### config.mk
export PLATFORM = sky130hd
export DESIGN_NAME = adsr_front_flat
export DESIGN_NICKNAME = d
export VERILOG_FILES = /design/src/rtl/core/adsr_pkg.sv /design/src/rtl/core/adsr_sample_if.sv /design/src/rtl/core/adsr_front.sv /design/src/flat_wrapper.sv
export SDC_FILE = /design/constraint.sdc
export NUM_CORES = 2
export LEC_CHECK = 0
export BUFFER_PORTS_ARGS = -buffer_cell sky130_fd_sc_hd__buf_2
export CAP_MARGIN = 20
export CORE_MARGIN = 4
export CORE_UTILIZATION = 60
export CTS_BUF_LIST = sky130_fd_sc_hd__clkbuf_16
export CTS_CLUSTER_DIAMETER = 50
export DETAILED_ROUTE_END_ITERATION = 8
export PLACE_DENSITY_LB_ADDON = 0.25
export REMOVE_ABC_BUFFERS = 1
export SYNTH_ARGS = -nofsm -noshare
export SYNTH_HDL_FRONTEND = slang
export SYNTH_SLANG_ARGS = --single-unit
### constraint.sdc
create_clock -name clk -period 9.8 [get_ports clk]
set_input_delay 0.49 -clock clk [delete_from_list [all_inputs] [get_ports clk]]
set_output_delay 0.49 -clock clk [all_outputs]
set_load 0.005 [all_outputs]
### src/rtl/core/adsr_pkg.sv
`timescale 1ns / 1ps
// ----------------------------------------------------------------------------
// adsr_pkg
// Shared types and constants for the ADSR envelope sampler.
// ----------------------------------------------------------------------------
package adsr_pkg;

	// Register map, word index into the APB space
	typedef enum logic [2:0] {
		REG_ATTACK  = 3'd0,
		REG_DECAY   = 3'd1,
		REG_SUSTAIN = 3'd2,
		REG_RELEASE = 3'd3,
		REG_PEAK    = 3'd4
	} reg_idx_t;

	localparam logic [15:0] ATTACK_RST  = 16'd6554;
	localparam logic [15:0] DECAY_RST   = 16'd6554;
	localparam logic [15:0] SUSTAIN_RST = 16'd45875;
	localparam logic [15:0] RELEASE_RST = 16'd13107;
	localparam logic [15:0] PEAK_RST    = 16'd65535;

	// One quotient bit per divider stage
	localparam int unsigned DIV_STEPS = 32;
	localparam int unsigned Q_DEPTH   = 4;

	// Envelope segment a sample falls into
	typedef enum logic [2:0] {
		SEG_ZERO,
		SEG_ATTACK,
		SEG_DECAY,
		SEG_SUSTAIN,
		SEG_RELEASE
	} seg_t;

	typedef struct packed {
		logic [15:0] attack_frac;
		logic [15:0] decay_frac;
		logic [15:0] sustain_frac;
		logic [15:0] release_frac;
		logic [15:0] peak_level;
	} cfg_t;

	// Work handed from the front end to the divider
	typedef struct packed {
		seg_t        seg;
		logic [31:0] base;
		logic [63:0] dividend;
		logic [31:0] divisor;
	} q_entry_t;

	typedef struct packed {
		logic full;
		logic empty;
	} q_stat_t;

endpackage

### src/rtl/core/adsr_sample_if.sv
`timescale 1ns / 1ps
// ----------------------------------------------------------------------------
// adsr_sample_if
// Valid/ready channel carrying one sample index per beat.
// ----------------------------------------------------------------------------
interface adsr_sample_if;
	logic       valid;
	logic       ready;
	logic [9:0] sample_index;

	modport source (output valid, output sample_index, input ready);
	modport sink (input valid, input sample_index, output ready);
endinterface

### src/rtl/core/adsr_front.sv
`timescale 1ns / 1ps
// ----------------------------------------------------------------------------
// adsr_front
// Classifies each index into its segment and builds the division operands
// over three stages: bounds compare, level multiply, numerator multiply.
// ----------------------------------------------------------------------------
module adsr_front import adsr_pkg::*; #(
	parameter int unsigned TABLE_LENGTH = 1024
) (
	input  logic                clk,
	input  logic                arst_n,
	input  cfg_t                cfg,
	adsr_sample_if.sink         sample_ch,
	input  q_stat_t             q_stat,
	output logic                push,
	output q_entry_t            push_entry
);

	localparam logic [32:0] NLEN = 33'(TABLE_LENGTH);
	localparam logic [32:0] SPAN = NLEN << 16;

	logic        v_s1, v_s2, v_s3;
	logic        ld_s1, ld_s2, ld_s3;
	seg_t        seg_s1, seg_s2;
	logic [31:0] off_s1, off_s2;
	logic [31:0] dvs_s1, dvs_s2;
	logic [31:0] lvl_s2, base_s2;
	q_entry_t    entry_s3;

	logic [32:0] x_w, a_w, d_w, r_w, ad_w, rs_w;
	seg_t        seg_w;
	logic [31:0] off_w, dvs_w;
	logic [16:0] fac_w;
	logic [32:0] lvl_w;
	logic [31:0] base_w;

	// Stage flow: each stage loads when empty or when it drains forward
	assign push      = v_s3 && !q_stat.full;
	assign ld_s3     = !v_s3 || push;
	assign ld_s2     = !v_s2 || ld_s3;
	assign ld_s1     = !v_s1 || ld_s2;
	assign sample_ch.ready = ld_s1;
	assign push_entry = entry_s3;

	// Segment bounds and offset into the segment
	always_comb begin
		x_w   = {7'b0, sample_ch.sample_index, 16'b0};
		a_w   = {17'b0, cfg.attack_frac} * NLEN;
		d_w   = {17'b0, cfg.decay_frac} * NLEN;
		r_w   = {17'b0, cfg.release_frac} * NLEN;
		ad_w  = a_w + d_w;
		rs_w  = SPAN - r_w;
		seg_w = SEG_ZERO;
		off_w = '0;
		dvs_w = '0;
		if ({23'b0, sample_ch.sample_index} >= NLEN) begin
			seg_w = SEG_ZERO;
		end else if (x_w < a_w) begin
			seg_w = SEG_ATTACK;
			off_w = x_w[31:0];
			dvs_w = a_w[31:0];
		end else if (x_w < ad_w) begin
			seg_w = SEG_DECAY;
			off_w = 32'(x_w - a_w);
			dvs_w = d_w[31:0];
		end else if (x_w < rs_w) begin
			seg_w = SEG_SUSTAIN;
		end else if (r_w == '0) begin
			seg_w = SEG_ZERO;
		end else begin
			seg_w = SEG_RELEASE;
			off_w = 32'(x_w - rs_w);
			dvs_w = r_w[31:0];
		end
	end

	// Level scale: peak, peak minus sustain, or sustain (Q16.16)
	always_comb begin
		case (seg_s1)
			SEG_ATTACK: fac_w = 17'h10000;
			SEG_DECAY:  fac_w = 17'h10000 - {1'b0, cfg.sustain_frac};
			default:    fac_w = {1'b0, cfg.sustain_frac};
		endcase
		lvl_w  = {17'b0, cfg.peak_level} * {16'b0, fac_w};
		base_w = (seg_s1 == SEG_DECAY) ? {cfg.peak_level, 16'b0} : lvl_w[31:0];
	end

	// Valid bits
	always_ff @(posedge clk or negedge arst_n) begin
		if (!arst_n) begin
			v_s1 <= 1'b0;
			v_s2 <= 1'b0;
			v_s3 <= 1'b0;
		end else begin
			if (ld_s1) v_s1 <= sample_ch.valid;
			if (ld_s2) v_s2 <= v_s1;
			if (ld_s3) v_s3 <= v_s2;
		end
	end

	// Payload
	always_ff @(posedge clk) begin
		if (ld_s1) begin
			seg_s1 <= seg_w;
			off_s1 <= off_w;
			dvs_s1 <= dvs_w;
		end
		if (ld_s2) begin
			seg_s2  <= seg_s1;
			off_s2  <= off_s1;
			dvs_s2  <= dvs_s1;
			lvl_s2  <= lvl_w[31:0];
			base_s2 <= base_w;
		end
		if (ld_s3) begin
			entry_s3.seg      <= seg_s2;
			entry_s3.base     <= base_s2;
			entry_s3.dividend <= {32'b0, lvl_s2} * {32'b0, off_s2};
			entry_s3.divisor  <= dvs_s2;
		end
	end

endmodule

### src/flat_wrapper.sv
// flat-port wrapper written by rule: the top's interface ports become plain ports
module adsr_front_flat import adsr_pkg::*;
#(
	parameter int unsigned TABLE_LENGTH = 1024
)
  (clk, arst_n, cfg, q_stat, push, push_entry, sample_ch_valid, sample_ch_sample_index, sample_ch_ready);
  adsr_sample_if sample_ch_i ();
  input  logic clk;
  input  logic arst_n;
  input  cfg_t cfg;
  input  q_stat_t q_stat;
  output logic push;
  output q_entry_t push_entry;
  input wire logic [$bits(sample_ch_i.valid)-1:0] sample_ch_valid;
  input wire logic [$bits(sample_ch_i.sample_index)-1:0] sample_ch_sample_index;
  output wire logic [$bits(sample_ch_i.ready)-1:0] sample_ch_ready;
  assign sample_ch_i.valid = sample_ch_valid;
  assign sample_ch_i.sample_index = sample_ch_sample_index;
  assign sample_ch_ready = sample_ch_i.ready;
  adsr_front #(.TABLE_LENGTH(TABLE_LENGTH)) u_core (.clk(clk), .arst_n(arst_n), .cfg(cfg), .sample_ch(sample_ch_i), .q_stat(q_stat), .push(push), .push_entry(push_entry));
endmodule
==> impl_metrics.json <==
{
  "nFillCells": 5707,
  "final_cell_mix": "833 x inv_1, 806 x fa_1, 642 x nand2_1",
  "final_common_cell": "inv_1",
  "finalHoldViolations": 0,
  "fin_tns_setup_ns": 0,
  "avgRoutedWirePerCell_um": 19.6,
  "fmax_mhz": 119,
  "fin_crit_sh_pct": 86.0,
  "syn_to_final_growth_pct": 7.05,
  "rsz0062_at_grt": "false",
  "synthFlopType": "edfxtp_1",
  "vias": 31300,
  "syn_area_um2": 43500,
  "cts_buffer_depth": 3,
  "grtUsageTotal_pct": 28.7,
  "hp-class": "in -> reg",
  "critical_path_peak_fanout": 18,
  "path_class": "reg -> reg",
  "ys_seq_area_share_pct": 17.5,
  "die_w_um": 277,
  "drt_iter0_markers": 2205,
  "drive_gt1_share_pct": 8.40,
  "synthCells": 4436,
  "nNetsFinal": 5843,
  "run_status": "finished, final reports clean",
  "dieArea_um2": 76900,
  "cts_tree": "yes",
  "start_kind": "register",
  "wl_um": 108000,
  "timing.max_cap.violations": 0,
  "synthArstFlopShare_pct": 1.18,
  "setup_viol": 0,
  "ff2ff_setup_slack_ns": 1.37,
  "path_cells": "buf_4 -> nand2_1 -> fa_1 -> fa_1 -> fa_1 -> inv_1 -> fa_1 -> fa_1 -> fa_1 -> fa_1 -> ha_1 -> ha_1 -> a21oi_1 -> a21oi_1 -> a311oi_1 -> o211ai_1 -> a21boi_1 -> buf_4 -> o21ai_0 -> buf_4 -> a31oi_1 -> a21oi_1 -> xor2_1",
  "clock_latency_ns": 0.58,
  "initial_utilization_pct": 60.7,
  "grt_max_degree": 69,
  "fin_worst_skew_ns": 0.0263,
  "synthDistinctLibCells": 86,
  "cp_common_cell": "fa_1",
  "synth_warnings": 0,
  "rows": 98,
  "grt.busiest_layer": "met2",
  "gr-usage-met2_pct": 46.1,
  "fp.dieH_um": 277,
  "cpPeakStageDelay_ns": 0.90,
  "firstDrtPassIters": 5,
  "syn_avg_cell_area_um2": 9.81,
  "crit_arrival_ns": 8.75,
  "coreArea_um2": 71700,
  "ios": 228,
  "cp-end-kind": "register",
  "grt_pass1_wl_um": 176000,
  "finalMaxSlewViolations": 0,
  "critPathSlowestCell": "edfxtp_1",
  "antenna_found_initial": 4,
  "period_needed_ns": 8.43,
  "met1_usage_pct": 39.3,
  "clk_pin_slew_ns": 0.06,
  "synth-edff-count": 251,
  "fin_util_pct": 65.0,
  "grt_util_met3_pct": 6.51,
  "io_buffers": 200,
  "numCtsBuffers": 35,
  "drc_errors": 0,
  "slew_headroom_pct": 28.6,
  "cp.required_ns": 10.12,
  "gr-total-overflow": 0,
  "cts_resized": 0,
  "final_antenna_net_count": 0,
  "grt_pass1_vias": 33100,
  "via_per_inst": 5.67,
  "place.gp.congestion": 0.921,
  "cts-root-buf": "clkbuf_16",
  "synth_seq_cells": 254,
  "hold-worst-slack_ns": 0.113,
  "seqCellArea_um2": 7610,
  "multi_input_area_um2": 31900,
  "worst_slew_pin_slew_ns": 1.07,
  "cts.sinks": 254,
  "htreeDepth": 2,
  "dpl.hpwl_um": 84300
}
cells in the mapped netlist, types with 7 or more instances:
| cell | n | area share (%) |
|---|---|---|
| a22oi_2 | 10 | 0.29 |
| nor3_1 | 38 | 0.44 |
| a21o_1 | 44 | 0.76 |
| nand3_1 | 57 | 0.66 |
| nand2_1 | 643 | 5.5 |
| a211o_1 | 7 | 0.14 |
| o31ai_1 | 15 | 0.26 |
| o21ai_0 | 56 | 0.64 |
| nor2b_1 | 16 | 0.23 |
| a211oi_1 | 15 | 0.26 |
| a21oi_1 | 118 | 1.4 |
| nand2b_1 | 11 | 0.16 |
| edfxtp_1 | 251 | 17 |
| clkbuf_1 | 189 | 1.6 |
| nor2_1 | 90 | 0.78 |
| o21a_1 | 14 | 0.24 |
| a31oi_1 | 18 | 0.26 |
| o21ai_1 | 7 | 0.080 |
| nand3_2 | 11 | 0.25 |
| and3_1 | 26 | 0.37 |
| or3_1 | 15 | 0.22 |
| xnor2_1 | 75 | 1.5 |
| inv_1 | 829 | 7.1 |
| o211ai_1 | 11 | 0.19 |
| buf_1 | 9 | 0.078 |
| o21bai_1 | 13 | 0.22 |
| and2_1 | 437 | 6.3 |
| nand4_1 | 10 | 0.14 |
| ha_1 | 398 | 11 |
| xor2_1 | 47 | 0.95 |
| buf_4 | 27 | 0.47 |
| fa_1 | 806 | 37 |
routing by layer:
| layer | vias to the layer above | routed length (µm) |
|---|---|---|
| li1 | 14000 | - |
| met1 | 15700 | 44200 |
| met2 | 1423 | 49500 |
| met3 | 239 | 10700 |
| met4 | 2 | 3790 |
| met5 | - | 13 |
state kept, by name (all words and copies together) (netlist names), 3 cells and up:
name,flops
u_core.base_s2,32
u_core.seg_s1,3
u_core.off_s1,22
u_core.dvs_s1,16
u_core.seg_s2,3
u_core.dvs_s2,16
u_core.lvl_s2,32
u_core.push_entry,105
u_core.off_s2,22
worst max-delay path, delay by kind of cell (launching register included):
kind,cells,cell delay [ns]
adder cells (fa/ha/maj),9,4.20
XOR/XNOR,1,0.15
AO/OA/AOI/OAI,8,2.02
AND/OR/NAND/NOR,1,0.11
buffers and inverters,4,0.79
flip-flops,1,0.90
what timing repair did:
action,4_1_cts,5_1_grt
hold buffers,1,0
setup buffers,0,0
hold endpoints to repair,3,0
worst paths after layout:
kind,cells after the start,start,to
max in group asynchronous,2,arst_n,u_core.v_s3
hold reg to reg,0,u_core.seg_s2[1],u_core.push_entry[129]
setup reg to reg,23,u_core.off_s2[11],u_core.push_entry[94]
min in group asynchronous,2,arst_n,u_core.v_s1
setup / recovery,23,u_core.off_s2[11],u_core.push_entry[94]
hold / removal,2,sample_ch_valid,u_core.v_s1
area by class of cell:
| cell class | count | area share, % |
|---|---|---|
| Antenna cell | 1 | 0.00537 |
| Clock buffer | 35 | 1.88 |
| Clock inverter | 29 | 0.548 |
| Inverter | 829 | 6.68 |
| Multi-Input combinational cell | 3143 | 68.5 |
| Sequential cell | 254 | 16.3 |
| Tap cell | 950 | 2.55 |
| Timing Repair Buffer | 281 | 3.53 |
through the flow:
step | instance area [µm²] | std cells | setup WS (ns)
2_1_floorplan | 42600 | 4226 | 1.34
3_3_place_gp | 45400 | 5454 | 1.14
3_5_place_dp | 45400 | 5454 | 1.06
4_1_cts | 46600 | 5519 | 1.49
5_1_grt | 46600 | 5522 | 1.11
6_report | 46600 | 5522 | 1.37
cells by family (layout without fill, tap and decap cells):
| logic type | count (synthesis) | count (layout) | share of synthesized area, % |
|---|---|---|---|
| other | 1 | 27 | 0.00861 |
| DFF | 254 | 254 | 17.5 |
| adders and majority gates | 1204 | 1204 | 48.5 |
| xor gates and xnor gates | 122 | 122 | 2.45 |
| AOI/OAI and AO/OA | 393 | 393 | 6.06 |
| and+or+nand+nor | 1388 | 1388 | 15.7 |
| buffers and inverters | 1064 | 1174 | 9.52 |
| muxes | 10 | 10 | 0.247 |
Power is left out: the tool's default activity adds up to more than one toggle a clock period on the data nets, which glitch-free logic cannot reach.
