--- config.mk ---
export PLATFORM = sky130hd
export DESIGN_NAME = adsr_queue
export DESIGN_NICKNAME = d
export VERILOG_FILES = /design/src/rtl/core/adsr_pkg.sv /design/src/rtl/core/adsr_queue.sv
export SDC_FILE = /design/constraint.sdc
export NUM_CORES = 1
export LEC_CHECK = 0
export ABC_AREA = 1
export BUFFER_PORTS_ARGS = -buffer_cell sky130_fd_sc_hd__clkbuf_2
export CORE_MARGIN = 5
export CORE_UTILIZATION = 60
export DETAILED_ROUTE_END_ITERATION = 12
export GPL_TIMING_DRIVEN = 0
export PLACE_DENSITY = 0.79
export SYNTH_ARGS = -nofsm -noshare
export SYNTH_HDL_FRONTEND = slang
export SYNTH_SLANG_ARGS = --single-unit
--- constraint.sdc ---
create_clock -name clk -period 10.4 [get_ports clk]
set_input_delay 0.52 -clock clk [delete_from_list [all_inputs] [get_ports clk]]
set_output_delay 0.52 -clock clk [all_outputs]
set_load 0.02 [all_outputs]
--- src/rtl/core/adsr_pkg.sv ---
`timescale 1ns / 1ps
// ----------------------------------------------------------------------------
// adsr_pkg
// Shared types and constants for the ADSR envelope sampler.
// ----------------------------------------------------------------------------
package adsr_pkg;

	// Register map, word index into the APB space
	typedef enum logic [2:0] {
		REG_ATTACK  = 3'd0,
		REG_DECAY   = 3'd1,
		REG_SUSTAIN = 3'd2,
		REG_RELEASE = 3'd3,
		REG_PEAK    = 3'd4
	} reg_idx_t;

	localparam logic [15:0] ATTACK_RST  = 16'd6554;
	localparam logic [15:0] DECAY_RST   = 16'd6554;
	localparam logic [15:0] SUSTAIN_RST = 16'd45875;
	localparam logic [15:0] RELEASE_RST = 16'd13107;
	localparam logic [15:0] PEAK_RST    = 16'd65535;

	// One quotient bit per divider stage
	localparam int unsigned DIV_STEPS = 32;
	localparam int unsigned Q_DEPTH   = 4;

	// Envelope segment a sample falls into
	typedef enum logic [2:0] {
		SEG_ZERO,
		SEG_ATTACK,
		SEG_DECAY,
		SEG_SUSTAIN,
		SEG_RELEASE
	} seg_t;

	typedef struct packed {
		logic [15:0] attack_frac;
		logic [15:0] decay_frac;
		logic [15:0] sustain_frac;
		logic [15:0] release_frac;
		logic [15:0] peak_level;
	} cfg_t;

	// Work handed from the front end to the divider
	typedef struct packed {
		seg_t        seg;
		logic [31:0] base;
		logic [63:0] dividend;
		logic [31:0] divisor;
	} q_entry_t;

	typedef struct packed {
		logic full;
		logic empty;
	} q_stat_t;

endpackage

--- src/rtl/core/adsr_queue.sv ---
`timescale 1ns / 1ps
// ----------------------------------------------------------------------------
// adsr_queue
// Small FIFO decoupling the front end from the divider pipeline.
// ----------------------------------------------------------------------------
module adsr_queue import adsr_pkg::*; (
	input  logic     clk,
	input  logic     arst_n,
	input  logic     push,
	input  q_entry_t wdata,
	input  logic     pop,
	output q_entry_t rdata,
	output q_stat_t  stat
);

	localparam int unsigned PW = $clog2(Q_DEPTH);

	q_entry_t        mem_q [Q_DEPTH];
	logic [PW-1:0]   wr_q, rd_q;
	logic [PW:0]     cnt_q;

	assign stat.full  = (cnt_q == (PW+1)'(Q_DEPTH));
	assign stat.empty = (cnt_q == '0);
	assign rdata      = mem_q[rd_q];

	// Pointers and fill count
	always_ff @(posedge clk or negedge arst_n) begin
		if (!arst_n) begin
			wr_q  <= '0;
			rd_q  <= '0;
			cnt_q <= '0;
		end else begin
			if (push) wr_q <= wr_q + 1'b1;
			if (pop)  rd_q <= rd_q + 1'b1;
			cnt_q <= cnt_q + (PW+1)'(push) - (PW+1)'(pop);
		end
	end

	// Storage
	always_ff @(posedge clk) begin
		if (push) mem_q[wr_q] <= wdata;
	end

endmodule

==> results of run 1 <==
worst paths after layout:
| check | from | endpoint | slack (ps) |
|---|---|---|---|
| hold / removal | wdata[47] | mem_q[0][47] | 150 |
| max in group asynchronous | arst_n | rd_q[0] | 9880 |
| setup / recovery | rd_q[1] | rdata[108] | 7620 |
| setup reg to reg | wr_q[0] | mem_q[2][111] | 8260 |
| hold reg to reg | cnt_q[1] | cnt_q[2] | 540 |
| min in group asynchronous | arst_n | cnt_q[0] | 360 |
critical path, stage by stage, from the launching register on:
cell and delay, ps:
dfrtp_1 310, buf_2 210, buf_2 400, buf_2 340, nand3_1 110, nand2_1 120, clkbuf_2 180
power groups by stage:
stage	Sequential, W	Clock, W	Combinational (W)
final	0.00288	0.00173	0.00315
after global routing	0.00291	0.00185	0.00343
after CTS	0.00288	0.00175	0.00317
after detailed placement	0.00292	0	0.00315
after global placement	0.00301	0	0.00305
after floorplan	0.00295	0	0.00200
cell usage after synthesis, drive strengths merged:
master and number:
nand2 666, inv 538, edfxtp 524, nand3 263, buf 78, clkbuf 10, dfrtp 7, ha 6
xor2 3, nor3 2, fa 1, o21ai 1
area by class of cell:
type / count / area share (%)
Antenna cell: 2 / 0.01918
Inverter: 538 / 7.836
Tap cell: 468 / 2.244
Sequential cell: 531 / 60.98
Timing Repair Buffer: 272 / 5.582
Clock inverter: 27 / 0.6905
Multi-Input combinational cell: 942 / 15.15
Buffer: 88 / 2.244
Clock buffer: 65 / 5.256
sequential cells by signal, indices dropped and copies added, names as in the netlist:
register,count
mem_q,524
cnt_q,3
rd_q,2
wr_q,2
logic make-up after synthesis:
family          count (synthesis)
compound gates                  1
xor+xnor                        3
fa+ha+maj                       7
buf+inv                       626
flops                         531
simple gates                  931
per-stage QoR:
step	hold slack, ps	cell area, sq um	power [W]	utilization (%)	setup slack [ps]
2_1_floorplan	224.4	22470	0.004948	-	6571
3_3_place_gp	365.3	24390	0.006056	66.31	4326
3_5_place_dp	369.0	24520	0.006077	66.67	7958
4_1_cts	125.2	26090	0.007804	70.91	7591
5_1_grt	128.8	26090	0.008187	70.92	7527
6_report	153.6	26090	0.007756	70.93	7623
routing by layer:
layer,wire [um],part of all wire (%)
met2,26100,51
met3,4810,9.3
met5,69,0.13
met1,19330,37
met4,1337,2.6
timing repair:
item | in CTS | in global routing
hold endpoints to repair | 7 | 0
endpoints found under the setup margin | 0 | 0
hold buffers | 1 | 0
==> qor.csv, run 1 <==
metric;value;unit
number of clock sinks;531;
cell taking the most area after synthesis;edfxtp_1;
synthesis-to-finish area growth;16.11;%
RSZ-0062 raised after global routing;no;
max-cap viol count;0;
Worst Hold Class;input pin to register;
Flop pwr share;37.2;%
largest net degree at the start of global routing;81;
Yosys reg bits;531;
post-synthesis mux area share;0;%
Net Sw Power;0.003082;W
most common cell after layout, fill and taps aside;nand2_1;
post_cts resized;0;
GR Util met3;6.170;%
Relative slew margins;51.09;%
post-route minimum period;2777;ps
Multi-input gate area;3953;sq um
IO Count;268;
drt total wl;51650;um
Max FO, Critical Path;10;
Unique masters post-synth;16;
Core Area;36790;sq um
die area;41420;sq um
number of global-route vias before repair;15470;
Internal;0.004674;W
FF/Latch Area;15910;sq um
FP Rows;70;
Final GP Congestion;0.8011;
Pre-antenna DRT Iters;5;
placed cells;2838;
Syn Nets;2241;
Clock Latency Late Sink;580;ps
met1 global-route usage;30.35;%
total number of vias;14970;
Avg Inst Size Synth;10.71;sq um
Net Sw Frac;39.74;%
critical path endpoint category;output pin;
status;completed;
register area share after synthesis;70.81;%
Die Span Y;203.5;um
Worst Tran Pin Value;733.7;ps
Port Buffer Count;267;
Slew Limit Fails;0;
postcts setup bufs;0;
final net count;2567;
Setup crit start kind;register;
gr usage total;24.92;%
Post-Synth Adder-Cell Area;0.4232;%
Critical Path RT;9880;ps
largest family of logic cells by synthesized area;simple AND/OR/NAND/NOR gates;
final hold vios;0;
die width;203.5;um
CTS max path bufs;3;
initial antenna violation count;5;
DRC Markers;0;
largest cells by area after synthesis;edfxtp_1 (70%), nand2_1 (11%), inv_1 (9.0%), nand3_1 (5.9%), buf_2 (1.0%);
first-pass GRT wire length;80230;um
hpwl dp;31920;um
grt peak-use layer;met2;
FF-to-FF path depth;5;
Max Freq;0.3601;GHz
maximum VDD drop;0.0002112;V
complex-gate fraction of the synthesized area;0.02227;%
vias per std cell;5.103;
ratio of cells with drive above 1 in the final layout;17.05;%
clock-pin slew on the worst setup and hold paths;60;ps
initial core utilization;61.09;%
period utilisation layout;26.70;%
hold path cells;1;
CTS buffer count;52;
Synth top area share;70.03;%
H-Tree Level Count;2;
Fin Clk Skew;9.696;ps
setup TNS;0;ps
Synth Area in Simple Gates;17.03;%
Clock power frac;22.2;%
CTS tree;yes;
met2 usage;43.75;%
final non-filler cell total;2933;
cell area after synthesis;22470;sq um
Ys Warns;0;
Syn Inst Count;2099;
most frequent cells in the layout;nand2_1 (666), inv_1 (532), edfxtp_1 (524);
grt ovf;0;
iteration-0 DRC count of the detailed router;1037;
Leak Pwr;12.36;nW
Pwr Density;297.2;nW/um^2
Post-Synth XOR/XNOR Area;0.1169;%
Setup violations, final;0;
crit path DAT;2260;ps
power share of the combinational group;40.6;%
clk root buf;clkbuf_16;
per-cell routed wire length;17.61;um
post-route ant nets;0;
filler cell count;2465;
kind of critical path;register to output pin;
Note: power is estimated with default switching activity, not from simulation.
==> run 2: changes to the inputs <==
CORE_UTILIZATION = 58   (was 60)
PLACE_DENSITY = 0.76   (was 0.79)
clock period = 2.8 ns   (was 10.4 ns; I/O delays follow)
==> run 2 against run 1 <==
Compared with the run above: combinational power grew to 3.9 times the previous value; critical path depth unchanged; register-to-register slack worse by 7700 ps; cell count is 6.5% higher; worst setup slack worse by 7200 ps; largest cell class unchanged; non-clock buffer count rose by 147.
==> qor.csv, run 2 (synthesis gave the netlist of run 1 again) <==
metric;value;unit;change
status;completed;;
Final Util;71.94;%;+1.0 points
final net count;2713;;+5.7%
vias per std cell;5.028;;-1.5%
iteration-0 DRC count of the detailed router;1249;;+20%
CP max stage delay;490;ps;+90 ps
CTS tree;yes;;
H-Tree Level Count;2;;unchanged
initial core utilization;58.41;%;-2.7 points
CP startpoint;rd_q[1];;
Setup crit start kind;register;;
Fin Clk Skew;10.29;ps;+0.5955 ps
initial antenna violation count;2;;-3
Port Buffer Count;267;;unchanged
final non-filler cell total;3124;;+6.5%
Worst Tran Pin Value;594.4;ps;-139.3 ps
Max Freq;0.4175;GHz;
kind of critical path;register to output pin;;
most common cell after layout, fill and taps aside;nand2_1;;
Critical Path RT;2660;ps;-7220 ps
DRC Markers;0;;unchanged
die width;206.8;um;+1.6%
Largest Register;mem_q;;
Leak Pwr;12.97;nW;+4.9%
final hold vios;0;;unchanged
Pre-antenna DRT Iters;5;;unchanged
Pwr Density;1053;nW/um^2;+250%
post-route ant nets;0;;unchanged
RSZ-0062 raised after global routing;no;;
drt total wl;54760;um;+6.0%
hold path startpoint;wdata[102];;
r2r startpoint;wr_q[0];;
Largest register FFs;524;;unchanged
CP cell instances;buf_2, inv_2, clkbuf_1, nand3_1, nand2_1, clkbuf_2;;
CTS max path bufs;3;;unchanged
per-cell routed wire length;17.53;um;-0.46%
cell family with most CP delay;buffers and inverters;;
IO Count;268;;unchanged
Relative slew margins;60.29;%;+9.2 points
grt ovf;0;;unchanged
number of clock sinks;531;;unchanged
Clock Latency Late Sink;580;ps;about the same
die area;42780;sq um;+3.3%
flop2flop setup slack;580;ps;-7680 ps
clock-pin slew on the worst setup and hold paths;60;ps;about the same
top flop regs;mem_q x524, cnt_q x3;;
placed cells;2901;;+2.2%
Worst Hold Class;input pin to register;;
gr usage total;25.49;%;+0.57 points
crit path DAT;2260;ps;about the same
post-route minimum period;2395;ps;
maximum VDD drop;0.0007356;V;+250%
hpwl dp;33880;um;+6.1%
CTS buffer count;51;;-1.9%
Max FO, Critical Path;10;;unchanged
max-cap viol count;0;;unchanged
period utilisation layout;85.54;%;
total number of vias;15710;;+5.0%
clk root buf;clkbuf_16;;
synthesis-to-finish area growth;23.15;%;
Slew Limit Fails;0;;unchanged
first-pass GRT wire length;83880;um;+4.5%
Die Span Y;206.8;um;+1.6%
Core Area;38470;sq um;+4.6%
Final GP Congestion;0.7655;;-4.4%
Worst path slowest cell;clkbuf_1;;
critical path endpoint category;output pin;;
post_cts resized;0;;unchanged
ratio of cells with drive above 1 in the final layout;16.71;%;-0.34 points
largest net degree at the start of global routing;36;;-56%
filler cell count;2579;;+4.6%
Setup violations, final;0;;unchanged
number of global-route vias before repair;15870;;+2.5%
CP bufs+invs;4;;unchanged
FP Rows;72;;+2.9%
most frequent cells in the layout;nand2_1 (662), inv_1 (531), edfxtp_1 (524);;
## run 2: changes by cell type in the layout (fill, tap and decap cells not counted), moves of 3 or more
| cell | change |
|---|---|
| dlygate4sd3_1 | +134 |
| buf_12 | +16 |
| clkinv_1 | -5 |
| clkbuf_1 | +4 |
| nand2_1 | -4 |
| nand2_2 | +4 |
| buf_16 | -3 |
| ha_1 | -3 |
| ha_2 | +3 |
| inv_6 | -3 |
## run 2: worst paths after layout
check,endpoint,cells after the start
worst max-delay path,rdata[13],6
worst min-delay path,mem_q[3][102],2
worst max register to register,mem_q[2][69],7
worst min register to register,wr_q[0],1
max in group asynchronous,rd_q[1],3
min in group asynchronous,cnt_q[0],3
## run 2: layer usage
metal	GRT usage, %	up-vias	part of all wire, %
li1	-	7488	-
met1	31.74	7505	38
met2	45.15	619	51
met3	5.921	94	8.9
met4	7.059	2	2.3
met5	0	-	0.024
## run 2: per-stage QoR
stage	power, W	hold WS, ps	setup TNS, ps	worst slack, ps	cell area (sq um)
2_1_floorplan	0.01834	-155.6	-105900	-211.7	22500
3_3_place_gp	0.02246	-15.24	-985490	-1908	24490
3_5_place_dp	0.02281	-4.077	0	573.7	24840
4_1_cts	0.02924	277.5	0	354.3	27670
5_1_grt	0.03069	298.0	0	274.2	27670
6_report	0.02914	321.0	0	404.9	27670
## run 2: final cells by class
| cell class | count | area, sq um | area share, % |
|---|---|---|---|
| flip-flops and latches | 531 | 15910 | 57.49 |
| multi-input cells | 942 | 3970 | 14.35 |
| repair buffers | 419 | 3035 | 10.97 |
| inverters | 538 | 2037 | 7.361 |
| clock buffers | 69 | 1386 | 5.010 |
| well taps | 518 | 648.1 | 2.342 |
| plain buffers | 88 | 585.6 | 2.116 |
| clock inverters | 16 | 92.59 | 0.3346 |
| diodes | 3 | 7.507 | 0.02713 |
## run 2: what timing repair did
item | 4_1_cts | 5_1_grt
hold buffers | 135 | 0
hold endpoints to repair | 535 | 0
setup buffers | 0 | 0
## run 2: power breakdown
| group | total (W) | switching [W] | leakage, nW | internal, W |
|---|---|---|---|---|
| Sequential | 0.0107 | 0.000329 | 4.90 | 0.0104 |
| Clock | 0.00628 | 0.00276 | 0.721 | 0.00352 |
| Combinational | 0.0122 | 0.00851 | 7.35 | 0.00364 |
| Total | 0.0291 | 0.0116 | 13.0 | 0.0175 |
==> run 3: changes to the inputs <==
REMOVE_ABC_BUFFERS = 1   (was not set)
==> run 3 against run 2 <==
Compared with the run above: die area is the same; critical path depth up 1; via count fell by 1.5%; combinational power decreased by 4%; register-to-register slack improved by 60 ps; highest routed layer is now met4.
==> qor.csv, run 3 (synthesis gave the netlist of run 1 again) <==
metric;value;unit;change
status;completed;;
hpwl dp;26800;um;-21%
hold path startpoint;wdata[104];;
placed cells;2807;;-3.2%
DRC Markers;0;;unchanged
max-cap viol count;0;;unchanged
most common cell after layout, fill and taps aside;nand2_1;;
Port Buffer Count;267;;unchanged
hold path cells;2;;unchanged
H-Tree Level Count;2;;unchanged
die area;42780;sq um;unchanged
top flop regs;mem_q x524, cnt_q x3;;
FP Rows;72;;unchanged
power share of the combinational group;40.4;%;-1.3 points
final net count;2629;;-3.1%
first-pass GRT wire length;80610;um;-3.9%
drt total wl;53770;um;-1.8%
Relative slew margins;55.86;%;-4.4 points
vias per std cell;5.084;;+1.1%
CTS tree;yes;;
Final GP Congestion;0.7205;;-5.9%
initial antenna violation count;2;;unchanged
Pwr Density;1057;nW/um^2;+0.41%
Worst Tran Pin Value;662.0;ps;+67.68 ps
flop2flop setup slack;640;ps;+60 ps
kind of critical path;register to output pin;;
largest net degree at the start of global routing;96;;+170%
Fin Clk Skew;17.34;ps;+7.052 ps
CP cell instances;buf_16, inv_16, buf_16, nand2_1, nand3_1, nand2_1, clkbuf_2;;
clk root buf;clkbuf_16;;
FF/Latch Area;15920;sq um;about the same
filler cell count;2463;;-4.5%
WHS Endpoint;mem_q[2][104];;
Max Freq;0.3785;GHz;-9.3%
post-route minimum period;2642;ps;+247.0 ps
r2r startpoint;wr_q[0];;
Worst path slowest cell;dfrtp_4;;
FF-to-FF path depth;5;;-2
Final WS setup;157.9;ps;-247.0 ps
Critical Path RT;2660;ps;about the same
Clock power frac;22.0;%;+0.5 points
crit path DAT;2500;ps;+240 ps
period utilisation layout;94.36;%;+8.8 points
Core Area;38470;sq um;unchanged
final non-filler cell total;3044;;-2.6%
Worst Hold Class;input pin to register;;
post-route ant nets;0;;unchanged
IO Count;268;;unchanged
initial core utilization;58.41;%;unchanged
Setup violations, final;0;;unchanged
gr usage total;24.50;%;-0.99 points
Multi-input gate area;3953;sq um;-0.44%
Internal;0.01731;W;-1.3%
most frequent cells in the layout;nand2_1 (666), inv_1 (532), edfxtp_1 (524);;
iteration-0 DRC count of the detailed router;1058;;-15%
clock-pin slew on the worst setup and hold paths;70;ps;about the same
reg-to-reg endpoint;mem_q[2][2];;
Clock Latency Late Sink;580;ps;about the same
Slew Limit Fails;0;;unchanged
CTS buffer count;52;;+2.0%
final hold vios;0;;unchanged
number of global-route vias before repair;15540;;-2.1%
number of clock sinks;531;;unchanged
Leak Pwr;12.74;nW;-1.8%
die width;206.8;um;unchanged
Die Span Y;206.8;um;unchanged
maximum VDD drop;0.0008955;V;+22%
per-cell routed wire length;17.67;um;+0.78%
Setup crit start kind;register;;
Max FO, Critical Path;56;;+46
grt ovf;0;;unchanged
CP max stage delay;630;ps;+140 ps
Net Sw Power;0.01154;W;-0.54%
CTS max path bufs;3;;unchanged
dpl ws;46.48;ps;-527.2 ps
RSZ-0062 raised after global routing;no;;
total number of vias;15480;;-1.5%
critical path endpoint category;output pin;;
ratio of cells with drive above 1 in the final layout;14.34;%;-2.4 points
Flop pwr share;37.6;%;+0.9 points
Net Sw Frac;40.00;%;+0.18 points
Largest Register;mem_q;;
Largest register FFs;524;;unchanged
Pre-antenna DRT Iters;5;;unchanged
synthesis-to-finish area growth;21.45;%;
[run 3: cell count changes in the layout (fill, tap and decap cells not counted), sizes merged]
cell | before | now
clkbuf | 346 | 338
bufbuf | 0 | 1
clkinvlp | 4 | 1
diode | 3 | 2
inv | 534 | 543
buf | 95 | 14
clkinv | 15 | 18
[run 3: power by group through the flow]
stage	clock network, W	logic [W]	registers (W)
floorplan	0	0.00570	0.0114
global placement	0	0.00631	0.0117
detailed placement	0	0.0108	0.0110
global route	0.00677	0.0127	0.0109
CTS	0.00643	0.0115	0.0108
finish	0.00635	0.0117	0.0108
[run 3: timing repair]
action / 4_1_cts / 5_1_grt
cloned: 7 / 1
pin swaps: 0 / 0
setup endpoints to repair: 131 / 100
hold buffers: 135 / 0
buffers inserted: 0 / 1
resized for setup: 6 / 2
hold endpoints to repair: 536 / 0
[run 3: routing by layer]
layer | up-vias | share of wire (%) | global-route usage (%)
met5 | - | 0 | 0
met4 | 0 | 3.1 | 9.348
met3 | 135 | 8.8 | 5.968
met2 | 643 | 51 | 43.52
met1 | 7361 | 37 | 29.02
li1 | 7338 | - | -
[run 3: worst max-delay path by stage]
stage	start	to	slack (ps)
floorplan	rd_q[0]	rdata[0]	-4770
global placement	rd_q[0]	rdata[20]	-10880
detailed placement	rd_q[0]	rdata[119]	50
CTS	rd_q[0]	rdata[55]	3
global route	rd_q[1]	rdata[20]	20
finish	rd_q[0]	rdata[112]	160
[run 3: stage by stage]
stage / area, sq um / hold slack, ps / utilization [%] / setup TNS [ps] / total power, W
final: 27290 / 330.1 / 70.94 / 0 / 0.02885
after global placement: 23870 / -18.95 / 62.05 / -2985950 / 0.01797
after detailed placement: 24220 / -14.38 / 62.96 / 0 / 0.02178
after floorplan: 21880 / -155.6 / - / -1066350 / 0.01709
after CTS: 27250 / 280.7 / 70.84 / 0 / 0.02878
after global routing: 27290 / 311.8 / 70.94 / 0 / 0.03039
[run 3: cell type report]
type                    count  area share (%)
repair inverters            4          0.1375
inverters                 538           7.629
clock inverters            21          0.4860
repair buffers            418           11.41
clock buffers              70           5.130
multi-input cells         942           14.48
flip-flops and latches    531           58.33
well taps                 518           2.375
diodes                      2         0.01834
[run 3: critical path, delay by kind of cell, from the launching register on]
| family | cells | cell delay (ps) |
|---|---|---|
| buffers and inverters | 4 | 940 |
| flip-flops | 1 | 630 |
| AND/OR/NAND/NOR | 3 | 330 |
